==> src/rtl/ufa_pkg.sv <==
// ----------------------------------------------------------------------------
// ufa_pkg: shared definitions for the received-byte frame assembler
// Sizes, derived widths, command codes, controller states and the result
// record passed to the output register.
// ----------------------------------------------------------------------------
package ufa_pkg;

  // Store sizes
  localparam int unsigned FIFO_DEPTH  = 64;   // 2 .. 1024
  localparam int unsigned FRAME_BYTES = 32;   // 1 .. 64

  // Field widths
  localparam int unsigned CMD_W  = 2;
  localparam int unsigned BYTE_W = 8;
  localparam int unsigned BC_W   = 7;
  localparam int unsigned LVL_W  = 11;

  // Derived widths
  localparam int unsigned FP_W = (FIFO_DEPTH > 1) ? $clog2(FIFO_DEPTH) : 1;
  localparam int unsigned FC_W = $clog2(FIFO_DEPTH + 1);
  localparam int unsigned FA_W = (FRAME_BYTES > 1) ? $clog2(FRAME_BYTES) : 1;
  localparam int unsigned FL_W = $clog2(FRAME_BYTES + 1);

  // Command codes
  typedef enum logic [CMD_W-1:0] {
    CMD_RECV     = 2'd0,
    CMD_COMPLETE = 2'd1,
    CMD_FETCH    = 2'd2,
    CMD_CLEAR    = 2'd3
  } cmd_e;

  // Controller states
  typedef enum logic [2:0] {
    ST_IDLE,
    ST_CPY,
    ST_FET_RD,
    ST_FET_OUT,
    ST_RESP
  } state_e;

  // One result item
  typedef struct packed {
    logic              status;
    logic [BYTE_W-1:0] data_out;
    logic [BC_W-1:0]   byte_count;
    logic [LVL_W-1:0]  fifo_level;
    logic              frame_ready;
    logic              last;
  } result_t;

endpackage

==> src/rtl/ufa_out_reg.sv <==
// ----------------------------------------------------------------------------
// ufa_out_reg: result output register
// Holds one result until the downstream side takes it; reports when a new
// result may be loaded.
// ----------------------------------------------------------------------------
module ufa_out_reg import ufa_pkg::*; (
  input  logic    clk_i,
  input  logic    rst_ni,
  input  logic    push_i,
  input  result_t res_i,
  output logic    free_o,
  output logic    valid_o,
  input  logic    ready_i,
  output result_t res_o
);

  logic    valid_q, valid_d;
  result_t res_q, res_d;

  // Free when empty or being emptied this cycle
  assign free_o = !valid_q || ready_i;

  // Load on push, drop on take
  always_comb begin
    valid_d = valid_q;
    res_d   = res_q;
    if (push_i) begin
      valid_d = 1'b1;
      res_d   = res_i;
    end else if (ready_i) begin
      valid_d = 1'b0;
    end
  end

  always_ff @(posedge clk_i or negedge rst_ni) begin
    if (!rst_ni) begin
      valid_q <= 1'b0;
    end else begin
      valid_q <= valid_d;
    end
  end

  always_ff @(posedge clk_i) begin
    res_q <= res_d;
  end

  assign valid_o = valid_q;
  assign res_o   = res_q;

endmodule

==> src/rtl/uart_rx_fifo_frame_assembler.sv <==
// ----------------------------------------------------------------------------
// uart_rx_fifo_frame_assembler: receive byte FIFO feeding a frame store
// Circular byte FIFO in one memory, assembled frame in a second memory, and
// a small controller that moves bytes between them and streams frames out.
// ----------------------------------------------------------------------------
// One request is handled at a time. Receive, clear, a refused fetch and a
// complete on an empty FIFO give a single result. A complete moves N bytes
// (at most FRAME_BYTES): the FIFO memory is read one byte per cycle, each
// byte being written to the frame memory in the following cycle. A fetch of
// L bytes reads the frame memory through its single registered read port one
// byte at a time, each byte being loaded into the output register before the
// next is read; any stall downstream holds it. The next request is taken once
// the last result of the current one is loaded into the output register.
module uart_rx_fifo_frame_assembler import ufa_pkg::*; (
  input  logic        clk_i,
  input  logic        rst_ni,
  input  logic        s_axis_tvalid_i,
  output logic        s_axis_tready_o,
  input  logic [15:0] s_axis_tdata_i,  // [7:0] data_in, [14:8] max_length
  input  logic [1:0]  s_axis_tuser_i,  // [1:0] cmd
  output logic        m_axis_tvalid_o,
  input  logic        m_axis_tready_i,
  output logic [31:0] m_axis_tdata_o,  // [7:0] data_out, [14:8] byte_count,
                                       // [25:15] fifo_level, [26] frame_ready
  output logic        m_axis_tuser_o,  // [0] status
  output logic        m_axis_tlast_o   // last
);

  // Memories
  logic [BYTE_W-1:0] fifo_mem  [FIFO_DEPTH];
  logic [BYTE_W-1:0] frame_mem [FRAME_BYTES];
  logic [BYTE_W-1:0] fifo_rd_q, frame_rd_q;

  // Control and pointer state
  state_e          state_q, state_d;
  logic [FP_W-1:0] wr_ptr_q, wr_ptr_d;
  logic [FP_W-1:0] rd_ptr_q, rd_ptr_d;
  logic [FC_W-1:0] count_q, count_d;
  logic [FL_W-1:0] frame_len_q, frame_len_d;
  logic            ready_q, ready_d;
  logic            cpy_pend_q, cpy_pend_d;
  logic [FA_W-1:0] cpy_idx_q, cpy_idx_d;
  logic [BC_W-1:0] fet_len_q, fet_len_d;
  logic [BC_W-1:0] fet_idx_q, fet_idx_d;
  logic            resp_status_q, resp_status_d;
  logic [BC_W-1:0] resp_count_q, resp_count_d;

  // Request fields
  cmd_e              cmd;
  logic [BYTE_W-1:0] data_in;
  logic [BC_W-1:0]   max_length;
  logic              in_acc;

  // Strobes
  logic            fifo_we, fifo_rd_en, frame_rd_en;
  logic            out_push, out_free;
  result_t         out_res, res_o;

  // Derived conditions
  logic            cpy_more, fet_last, fetch_ok;
  logic [BC_W-1:0] frame_len_ext, fetch_len;
  logic [FP_W-1:0] wr_ptr_inc, rd_ptr_inc;

  assign cmd        = cmd_e'(s_axis_tuser_i);
  assign data_in    = s_axis_tdata_i[7:0];
  assign max_length = s_axis_tdata_i[14:8];

  assign s_axis_tready_o = (state_q == ST_IDLE);
  assign in_acc          = s_axis_tvalid_i && s_axis_tready_o;

  assign frame_len_ext = BC_W'(frame_len_q);
  assign fetch_len     = (frame_len_ext < max_length) ? frame_len_ext : max_length;
  assign fetch_ok      = ready_q && (fetch_len != '0);
  assign cpy_more      = (count_q != '0) && (frame_len_q < FL_W'(FRAME_BYTES));
  assign fet_last      = (fet_idx_q + BC_W'(1)) == fet_len_q;

  // Wrap pointers at the FIFO depth
  assign wr_ptr_inc = (wr_ptr_q == FP_W'(FIFO_DEPTH - 1)) ? '0 : wr_ptr_q + FP_W'(1);
  assign rd_ptr_inc = (rd_ptr_q == FP_W'(FIFO_DEPTH - 1)) ? '0 : rd_ptr_q + FP_W'(1);

  // Next state
  always_comb begin
    state_d = state_q;
    case (state_q)
      ST_IDLE: begin
        if (in_acc) begin
          case (cmd)
            CMD_COMPLETE: state_d = (count_q == '0) ? ST_RESP : ST_CPY;
            CMD_FETCH:    state_d = fetch_ok ? ST_FET_RD : ST_RESP;
            default:      state_d = ST_RESP;
          endcase
        end
      end
      ST_CPY: begin
        if (!cpy_more) state_d = ST_RESP;
      end
      ST_FET_RD: state_d = ST_FET_OUT;
      ST_FET_OUT: begin
        if (out_free) state_d = fet_last ? ST_IDLE : ST_FET_RD;
      end
      ST_RESP: begin
        if (out_free) state_d = ST_IDLE;
      end
      default: state_d = ST_IDLE;
    endcase
  end

  // Datapath updates and strobes
  always_comb begin
    wr_ptr_d      = wr_ptr_q;
    rd_ptr_d      = rd_ptr_q;
    count_d       = count_q;
    frame_len_d   = frame_len_q;
    ready_d       = ready_q;
    cpy_pend_d    = 1'b0;
    cpy_idx_d     = cpy_idx_q;
    fet_len_d     = fet_len_q;
    fet_idx_d     = fet_idx_q;
    resp_status_d = resp_status_q;
    resp_count_d  = resp_count_q;
    fifo_we       = 1'b0;
    fifo_rd_en    = 1'b0;
    frame_rd_en   = 1'b0;
    out_push      = 1'b0;
    out_res       = '0;
    case (state_q)
      ST_IDLE: begin
        if (in_acc) begin
          case (cmd)
            CMD_RECV: begin
              // Push unless full; frame-ready drops either way
              ready_d       = 1'b0;
              resp_status_d = 1'b1;
              resp_count_d  = '0;
              if (count_q < FC_W'(FIFO_DEPTH)) begin
                fifo_we       = 1'b1;
                wr_ptr_d      = wr_ptr_inc;
                count_d       = count_q + FC_W'(1);
                resp_status_d = 1'b0;
              end
            end
            CMD_COMPLETE: begin
              if (count_q == '0) begin
                resp_status_d = 1'b1;
                resp_count_d  = frame_len_ext;
              end else begin
                frame_len_d = '0;
              end
            end
            CMD_FETCH: begin
              if (fetch_ok) begin
                ready_d     = 1'b0;
                frame_len_d = '0;
                fet_len_d   = fetch_len;
                fet_idx_d   = '0;
              end else begin
                resp_status_d = 1'b1;
                resp_count_d  = '0;
              end
            end
            default: begin
              // Clear everything
              wr_ptr_d      = '0;
              rd_ptr_d      = '0;
              count_d       = '0;
              frame_len_d   = '0;
              ready_d       = 1'b0;
              resp_status_d = 1'b0;
              resp_count_d  = '0;
            end
          endcase
        end
      end
      ST_CPY: begin
        // Read one FIFO byte a cycle; it is written to the frame next cycle
        if (cpy_more) begin
          fifo_rd_en  = 1'b1;
          rd_ptr_d    = rd_ptr_inc;
          count_d     = count_q - FC_W'(1);
          frame_len_d = frame_len_q + FL_W'(1);
          cpy_pend_d  = 1'b1;
          cpy_idx_d   = frame_len_q[FA_W-1:0];
        end else begin
          ready_d       = 1'b1;
          resp_status_d = 1'b0;
          resp_count_d  = frame_len_ext;
        end
      end
      ST_FET_RD: begin
        frame_rd_en = 1'b1;
      end
      ST_FET_OUT: begin
        if (out_free) begin
          out_push           = 1'b1;
          out_res.data_out   = frame_rd_q;
          out_res.byte_count = fet_len_q;
          out_res.fifo_level = LVL_W'(count_q);
          out_res.last       = fet_last;
          fet_idx_d          = fet_idx_q + BC_W'(1);
        end
      end
      ST_RESP: begin
        if (out_free) begin
          out_push            = 1'b1;
          out_res.status      = resp_status_q;
          out_res.byte_count  = resp_count_q;
          out_res.fifo_level  = LVL_W'(count_q);
          out_res.frame_ready = ready_q;
          out_res.last        = 1'b1;
        end
      end
      default: begin
      end
    endcase
  end

  // Control registers
  always_ff @(posedge clk_i or negedge rst_ni) begin
    if (!rst_ni) begin
      state_q     <= ST_IDLE;
      wr_ptr_q    <= '0;
      rd_ptr_q    <= '0;
      count_q     <= '0;
      frame_len_q <= '0;
      ready_q     <= 1'b0;
      cpy_pend_q  <= 1'b0;
    end else begin
      state_q     <= state_d;
      wr_ptr_q    <= wr_ptr_d;
      rd_ptr_q    <= rd_ptr_d;
      count_q     <= count_d;
      frame_len_q <= frame_len_d;
      ready_q     <= ready_d;
      cpy_pend_q  <= cpy_pend_d;
    end
  end

  // Payload registers
  always_ff @(posedge clk_i) begin
    cpy_idx_q     <= cpy_idx_d;
    fet_len_q     <= fet_len_d;
    fet_idx_q     <= fet_idx_d;
    resp_status_q <= resp_status_d;
    resp_count_q  <= resp_count_d;
  end

  // FIFO memory: write on receive, registered read during copy
  always_ff @(posedge clk_i) begin
    if (fifo_we) begin
      fifo_mem[wr_ptr_q] <= data_in;
    end
    if (fifo_rd_en) begin
      fifo_rd_q <= fifo_mem[rd_ptr_q];
    end
  end

  // Frame memory: write copied byte, registered read during fetch
  always_ff @(posedge clk_i) begin
    if (cpy_pend_q) begin
      frame_mem[cpy_idx_q] <= fifo_rd_q;
    end
    if (frame_rd_en) begin
      frame_rd_q <= frame_mem[fet_idx_q[FA_W-1:0]];
    end
  end

  // Output register
  ufa_out_reg u_out_reg (
    .clk_i   (clk_i),
    .rst_ni  (rst_ni),
    .push_i  (out_push),
    .res_i   (out_res),
    .free_o  (out_free),
    .valid_o (m_axis_tvalid_o),
    .ready_i (m_axis_tready_i),
    .res_o   (res_o)
  );

  assign m_axis_tdata_o = {5'd0, res_o.frame_ready, res_o.fifo_level,
                           res_o.byte_count, res_o.data_out};
  assign m_axis_tuser_o = res_o.status;
  assign m_axis_tlast_o = res_o.last;

endmodule
==> config.mk <==
export PLATFORM = sky130hd
export DESIGN_NAME = uart_rx_fifo_frame_assembler
export DESIGN_NICKNAME = d
export VERILOG_FILES = /design/src/rtl/ufa_pkg.sv /design/src/rtl/ufa_out_reg.sv /design/src/rtl/uart_rx_fifo_frame_assembler.sv
export SDC_FILE = /design/constraint.sdc
export NUM_CORES = 1
export LEC_CHECK = 0
export ABC_AREA = 1
export BUFFER_PORTS_ARGS = -buffer_cell sky130_fd_sc_hd__buf_4
export CORE_ASPECT_RATIO = 0.8
export CORE_UTILIZATION = 61
export CTS_BUF_LIST = sky130_fd_sc_hd__clkbuf_8
export DETAILED_ROUTE_END_ITERATION = 6
export HOLD_SLACK_MARGIN = 0.12
export MAX_ROUTING_LAYER = met4
export PLACE_DENSITY_LB_ADDON = 0.05
export SLEW_MARGIN = 20
export SYNTH_ARGS = -nofsm -noshare
export SYNTH_HDL_FRONTEND = slang
export SYNTH_SLANG_ARGS = --single-unit
==> constraint.sdc <==
create_clock -name clk_i -period 6.52 [get_ports clk_i]
set_input_delay 0.326 -clock clk_i [delete_from_list [all_inputs] [get_ports clk_i]]
set_output_delay 0.326 -clock clk_i [all_outputs]
set_load 0.01 [all_outputs]
==> impl_metrics.csv, run 1 <==
group,metric,value,unit
outcome,status,"complete, no violations",
synthesis,synth_simple_gate_area_share,9.61,%
power_and_ir_drop,power.switching,3.33,mW
worst_setup_path,critPathMaxFanout,16,
final_layout,final_common_cell,"edfxtp_1",
synthesis,syn_area_per_cell,12.9,um2
synthesis,syn-instance-count,2718,
power_and_ir_drop,p_int,8.75,mW
sta,fin_skew,0.0376,ns
sta,setup_viol,0,
floorplanning,rows,78,
power_and_ir_drop,leakage,12.9,nW
floorplanning,fp.coreArea,56800,um2
sta,maxSlewHeadroom,34.3,%
clock_tree,cts_root_buffer,"clkbuf_8",
floorplanning,die_h,217,um
worst_setup_path,r2r_cells,13,
sta,whs,0.176,ns
clock_tree,cts.path.max_buffers,3,
floorplanning,ios,58,
synthesis,synth_mux_area_share,0.799,%
sta,fin_crit,3.56,ns
synthesis,yosysTopAreaCell,"edfxtp_1",
final_layout,finalCoreUtilization,68.1,%
power_and_ir_drop,power_frac_clock,33.6,%
hold_path,worstHoldPathType,"in -> reg",
final_layout,fill_cells,4120,
synthesis,synth_area,35100,um2
worst_setup_path,crit_chain,"buf_4 > nand2_1 > o21ai_0 > nand2_1 > nand2_1 > nand3_1 > nor3_1 > nand3_1 > nand2_1 > nand3_1 > nand2_1 > nand2_1 > dlygate4sd3_1",
drt,routedWlPerCell,23.2,um
synthesis,yosys.area.top_type_share,71.5,%
worst_setup_path,crit_path_max_incr_delay,0.80,ns
power_and_ir_drop,comb_power_share,13.1,%
clock_tree,clock_latency,0.77,ns
synthesis,ys_ff_latch,866,
clock_tree,cts_tree,"built",
placement,gp_congestion,0.917,
worst_setup_path,end_kind,"flip-flop",
floorplanning,start_util,61.8,%
placement,port-buffer-count,47,
drt,drtIter0Drc,2482,
drt,drt_first_pass_iters,6,
sta,hold_violations,0,
flow_run,cap_violations,0,
power_and_ir_drop,p_seq_share,53.3,%
floorplanning,die_w,270,um
sta,tightest_slew,0.982,ns
synthesis,ys_seq_area_share,73.7,%
grt,antenna_found_initial,0,
sta,fin_crit_sh,54.6,%
synthesis,synth_top_family_by_area,"compound AO/OA/AOI/OAI gates",
sta,max_freq,281,MHz
synthesis,synth-adder-area-share,0.570,%
final_layout,final_cell_mix,"835 x edfxtp_1, 548 x nor2_1, 408 x o21ai_0",
drt,wirelength,84.8,mm
final_layout,layout-drive-gt1-share,9.75,%
final_layout,area_growth,10.2,%
worst_setup_path,criticalPathCategory,"reg -> reg",
drt,ant_nets,0,
clock_tree,path_clk_slew,0.06,ns
clock_tree,clock-sinks,866,
sta,finalSetupTns,0,ns
placement,place.detailed.hpwl,49.3,mm
final_layout,stdcell_count,3652,
power_and_ir_drop,irDropWorstVdd,236,uV
drt,viasPerCell,6.15,
synthesis,ys_top_cells_by_area,"edfxtp_1 71%, nor2_1 5.9%, o21ai_0 5.8%",
synthesis,synthDistinctLibCells,45,
grt,grt_pass1_vias,21624,
grt,overflow,0,
sta,slew_viol_final,0,
hold_path,worstHoldPathCells,1,
drt,drc,0,
clock_tree,cts_buffers,134,
worst_setup_path,slowest_stage,"edfxtp_1",
power_and_ir_drop,power.total,12.1,mW
grt,grt_max_degree,135,
clock_tree,cts.htree.levels,4,
synthesis,ys_warn_count,0,
final_layout,final_nets,2834,
worst_setup_path,cp_common_cell,"nand2_1",
synthesis,synthXorXnorAreaFrac,0.374,%
worst_setup_path,cp-start-kind,"flip-flop",
grt,grt_first_pass_wirelength,128,mm
power_and_ir_drop,swShare,27.6,%
placement,dp.cells,3389,
sta,rsz0062_at_grt,"no",
grt,grtUsageTotal,30.2,%
floorplanning,die-area,58500,um2
final_layout,diodes,0,
power_and_ir_drop,powerDensity,312,nW/um2
worst_setup_path,crit_arrival,4.20,ns
worst_setup_path,crit_required,7.15,ns
synthesis,synth-compound-area-share,11.8,%
drt,vias,22454,
## routing by layer
layer  share of wire (%)  vias to the layer above  global-route usage (%)
met5                   0                        -                       -
met4                 3.5                        0                    11.7
met3                 8.0                      179                    6.22
met2                  46                      982                    44.8
met1                  42                    11062                    41.6
li1                    -                    10231                       -
## power groups by stage
stage | Combinational, mW | Sequential [mW] | Clock (mW)
2_1_floorplan | 0.987 | 6.52 | 0
3_5_place_dp | 1.51 | 6.58 | 0
6_report | 1.59 | 6.44 | 4.06
5_1_grt | 1.73 | 6.46 | 4.37
3_3_place_gp | 1.46 | 6.57 | 0
4_1_cts | 1.52 | 6.46 | 4.11
## registers in the layout, summed over array words and instances (netlist names), 7 cells and up
register	cells
fet_idx_q	7
fifo_mem	512
u_out_reg.res_o	25
frame_mem	256
count_q	7
frame_rd_q	8
fet_len_q	7
fifo_rd_q	8
## synth_stat cells (all sizes together)
cell type,count
a211oi,2
a21oi,31
a22o,4
a2bb2oi,1
a31oi,1
a32o,1
buf,50
clkbuf,118
clkinv,5
conb,1
dfrtp,31
edfxtp,835
ha,16
inv,95
mux2i,28
nand2,138
nand3,111
nand4,4
nor2,551
nor3,22
nor4,1
o211ai,28
o21ai,415
o221ai,107
o22ai,96
o31ai,7
o32ai,2
or2,2
xnor2,2
xor2,13
## what timing repair did
item / in CTS / in global routing
setup endpoints to repair: 0 / 0
hold buffers: 23 / 0
endpoints found under the hold margin: 212 / 0
buffers inserted: 0 / 0
gates resized for setup: 0 / 0
## cell families after synthesis
group / Yosys count
buf+inv: 268
simple gates: 829
flops: 866
xor+xnor: 15
compound gates: 695
mux: 28
fa+ha+maj: 16
other cells: 1
## through the flow
step                      cell area [um2]  setup WS [ns]
final                               38700           2.96
after global routing                38700           2.73
after CTS                           38500           2.97
after detailed placement            35900           3.11
after global placement              35900           3.10
after floorplan                     35100           4.08
## critical path: cells and delay by family (launching register included)
family                 cells  cell delay [ns]
AND/OR/NAND/NOR           10             1.41
AO/OA/AOI/OAI              1             0.32
flip-flops                 1             0.80
buffers and inverters      2             0.89
## cell type report
type	count	area (um2)	share of cell area (%)
multi-input combinational	1593	8180	21.1
clock inverter	92	432	1.12
tap	760	951	2.46
timing repair buffer	101	948	2.45
inverter	100	382	0.987
sequential	866	25900	66.9
clock buffer	140	1930	4.98
## worst paths after layout
kind                                            end              start  slack (ns)
worst max-delay path                     state_q[1]       fet_idx_q[1]        2.96
worst min-delay path                fifo_mem[49][6]  s_axis_tdata_i[6]        0.18
worst max register to register           state_q[1]       fet_idx_q[1]        2.96
worst min register to register  u_out_reg.res_o[16]    resp_count_q[3]        0.54
max in group asynchronous               rd_ptr_q[1]             rst_ni        5.68
min in group asynchronous               wr_ptr_q[0]             rst_ni        0.63
Note: power is estimated with default switching activity, not from simulation.
==> inputs of run 2 (changes only) <==
clock period = 3.3 ns   (was 6.52 ns; I/O delays follow)
==> impl_metrics.csv, run 2 (synthesized netlist as in run 1, its figures left out) <==
group,metric,value,unit
power_and_ir_drop,comb_power_share,13.9,%
clock_tree,cts.htree.levels,4,
flow_run,cap_violations,0,
drt,vias,22940,
final_layout,final_common_cell,"edfxtp_1",
power_and_ir_drop,irDropWorstVdd,425,uV
worst_setup_path,crit_required,3.96,ns
grt,overflow,0,
clock_tree,cts.path.max_buffers,3,
power_and_ir_drop,swShare,28.0,%
sta,maxSlewHeadroom,26.4,%
power_and_ir_drop,power.switching,6.67,mW
sta,fin_crit,3.16,ns
drt,ant_nets,0,
sta,setup_viol,0,
drt,wirelength,86.0,mm
grt,antenna_found_initial,0,
final_layout,regArea,25900,um2
final_layout,final_nets,2916,
placement,gp_congestion,0.901,
drt,viasPerCell,6.14,
power_and_ir_drop,p_int,17.2,mW
final_layout,multi_input_area,8190,um2
final_layout,diodes,0,
worst_setup_path,critPathMaxFanout,7,
worst_setup_path,end_kind,"flip-flop",
floorplanning,fp.coreArea,56800,um2
sta,slew_viol_final,0,
floorplanning,ios,58,
final_layout,largest_register_ffs,512,
final_layout,final_cell_mix,"835 x edfxtp_1, 547 x nor2_1, 409 x o21ai_0",
clock_tree,clock-sinks,866,
drt,top_layer,"met4",
clock_tree,cts_root_buffer,"clkbuf_8",
floorplanning,die-area,58500,um2
placement,place.detailed.hpwl,50.4,mm
sta,final.setup.worst_slack,0.145,ns
sta,hold_violations,0,
drt,drt_first_pass_iters,5,
worst_setup_path,crit_arrival,3.82,ns
sta,tightest_slew,1.10,ns
final_layout,area_growth,12.2,%
sta,fin_crit_sh,95.6,%
clock_tree,path_clk_slew,0.06,ns
final_layout,regMostFlops,"fifo_mem",
drt,wl_met3,7.33,mm
final_layout,fill_cells,4007,
placement,port-buffer-count,47,
final_layout,layout-drive-gt1-share,11.7,%
outcome,status,"complete, no violations",
final_layout,finalCoreUtilization,69.3,%
clock_tree,clock_latency,0.79,ns
worst_setup_path,rrSetupSlack,0.14,ns
grt,grt_first_pass_wirelength,132,mm
sta,fin_skew,0.0355,ns
power_and_ir_drop,p_seq_share,53.0,%
floorplanning,die_w,270,um
grt,grt_max_degree,159,
clock_tree,cts_tree,"built",
placement,placed_cell_area,36600,um2
clock_tree,cts_buffers,133,
drt,drtIter0Drc,2507,
drt,drc,0,
sta,finalSetupTns,0,ns
placement,post-place-ws,0.550,ns
floorplanning,die_h,217,um
final_layout,fin_area,39400,um2
power_and_ir_drop,power_frac_clock,33.1,%
power_and_ir_drop,leakage,13.4,nW
floorplanning,start_util,61.8,%
drt,routedWlPerCell,23.0,um
worst_setup_path,criticalPathCategory,"reg -> reg",
power_and_ir_drop,powerDensity,606,nW/um2
drt,route.met2.wl,40.2,mm
grt,grt_pass1_vias,22196,
sta,max_freq,317,MHz
floorplanning,rows,78,
drt,wl_met1,35.9,mm
worst_setup_path,cp-start-kind,"flip-flop",
grt,grtUsageTotal,30.9,%
hold_path,worstHoldPathType,"in -> reg",
## run 2: worst paths after layout
path	from	to	cells after the start
worst min register to register	resp_count_q[2]	u_out_reg.res_o[15]	1
max in group asynchronous	rst_ni	frame_len_q[4]	4
worst min-delay path	s_axis_tdata_i[14]	ready_q	12
min in group asynchronous	rst_ni	count_q[1]	4
worst max register to register	frame_len_q[5]	state_q[2]	16
worst max-delay path	frame_len_q[5]	state_q[2]	16
## run 2: power groups by stage
stage / logic, mW / registers (mW) / clock network [mW]
2_1_floorplan: 1.95 / 12.9 / 0
3_3_place_gp: 3.13 / 12.9 / 0
3_5_place_dp: 3.19 / 12.9 / 0
4_1_cts: 3.23 / 12.7 / 8.05
5_1_grt: 3.57 / 12.7 / 8.57
6_report: 3.31 / 12.6 / 7.91
## run 2: per-stage QoR
step	std cells	hold slack (ns)	power, mW
after floorplan	2727	-0.131	14.8
after global placement	3460	0.160	16.0
after detailed placement	3460	0.168	16.1
after CTS	3728	0.270	24.0
after global routing	3736	0.348	24.8
final	3736	0.275	23.9
## run 2: layout make-up
class / count / share of cell area (%)
Sequential cell: 866 / 65.7
Multi-Input combinational cell: 1593 / 20.8
Clock buffer: 135 / 4.72
Timing Repair Buffer: 184 / 4.21
Tap cell: 760 / 2.42
Clock inverter: 98 / 1.17
Inverter: 100 / 0.969
## run 2: critical path, stage by stage, from the launching register on
cell	delay [ns]
dfrtp_1	0.46
ha_1	0.31
inv_1	0.05
nor3_2	0.22
nand2_4	0.12
nand2_4	0.10
nand2_1	0.05
dlygate4sd3_1	0.57
nand2_1	0.12
nor2_1	0.06
nand3_2	0.08
nand2_2	0.06
nand2_2	0.09
nand2_1	0.07
nand2_1	0.07
dlygate4sd3_1	0.54
o21ai_0	0.08
## run 2: timing repair
item                                    CTS  global route
hold endpoints to repair                581             0
setup buffers                             0             4
endpoints found under the setup margin    0             9
gates resized for setup                   0             6
hold buffers                             35             0
## run 2: metal layers
| layer | up-vias | global-route usage (%) |
|---|---|---|
| met2 | 1161 | 46.7 |
| met4 | 0 | 11.0 |
| met3 | 186 | 5.19 |
| met1 | 11183 | 42.9 |
| met5 | - | - |
| li1 | 10410 | - |
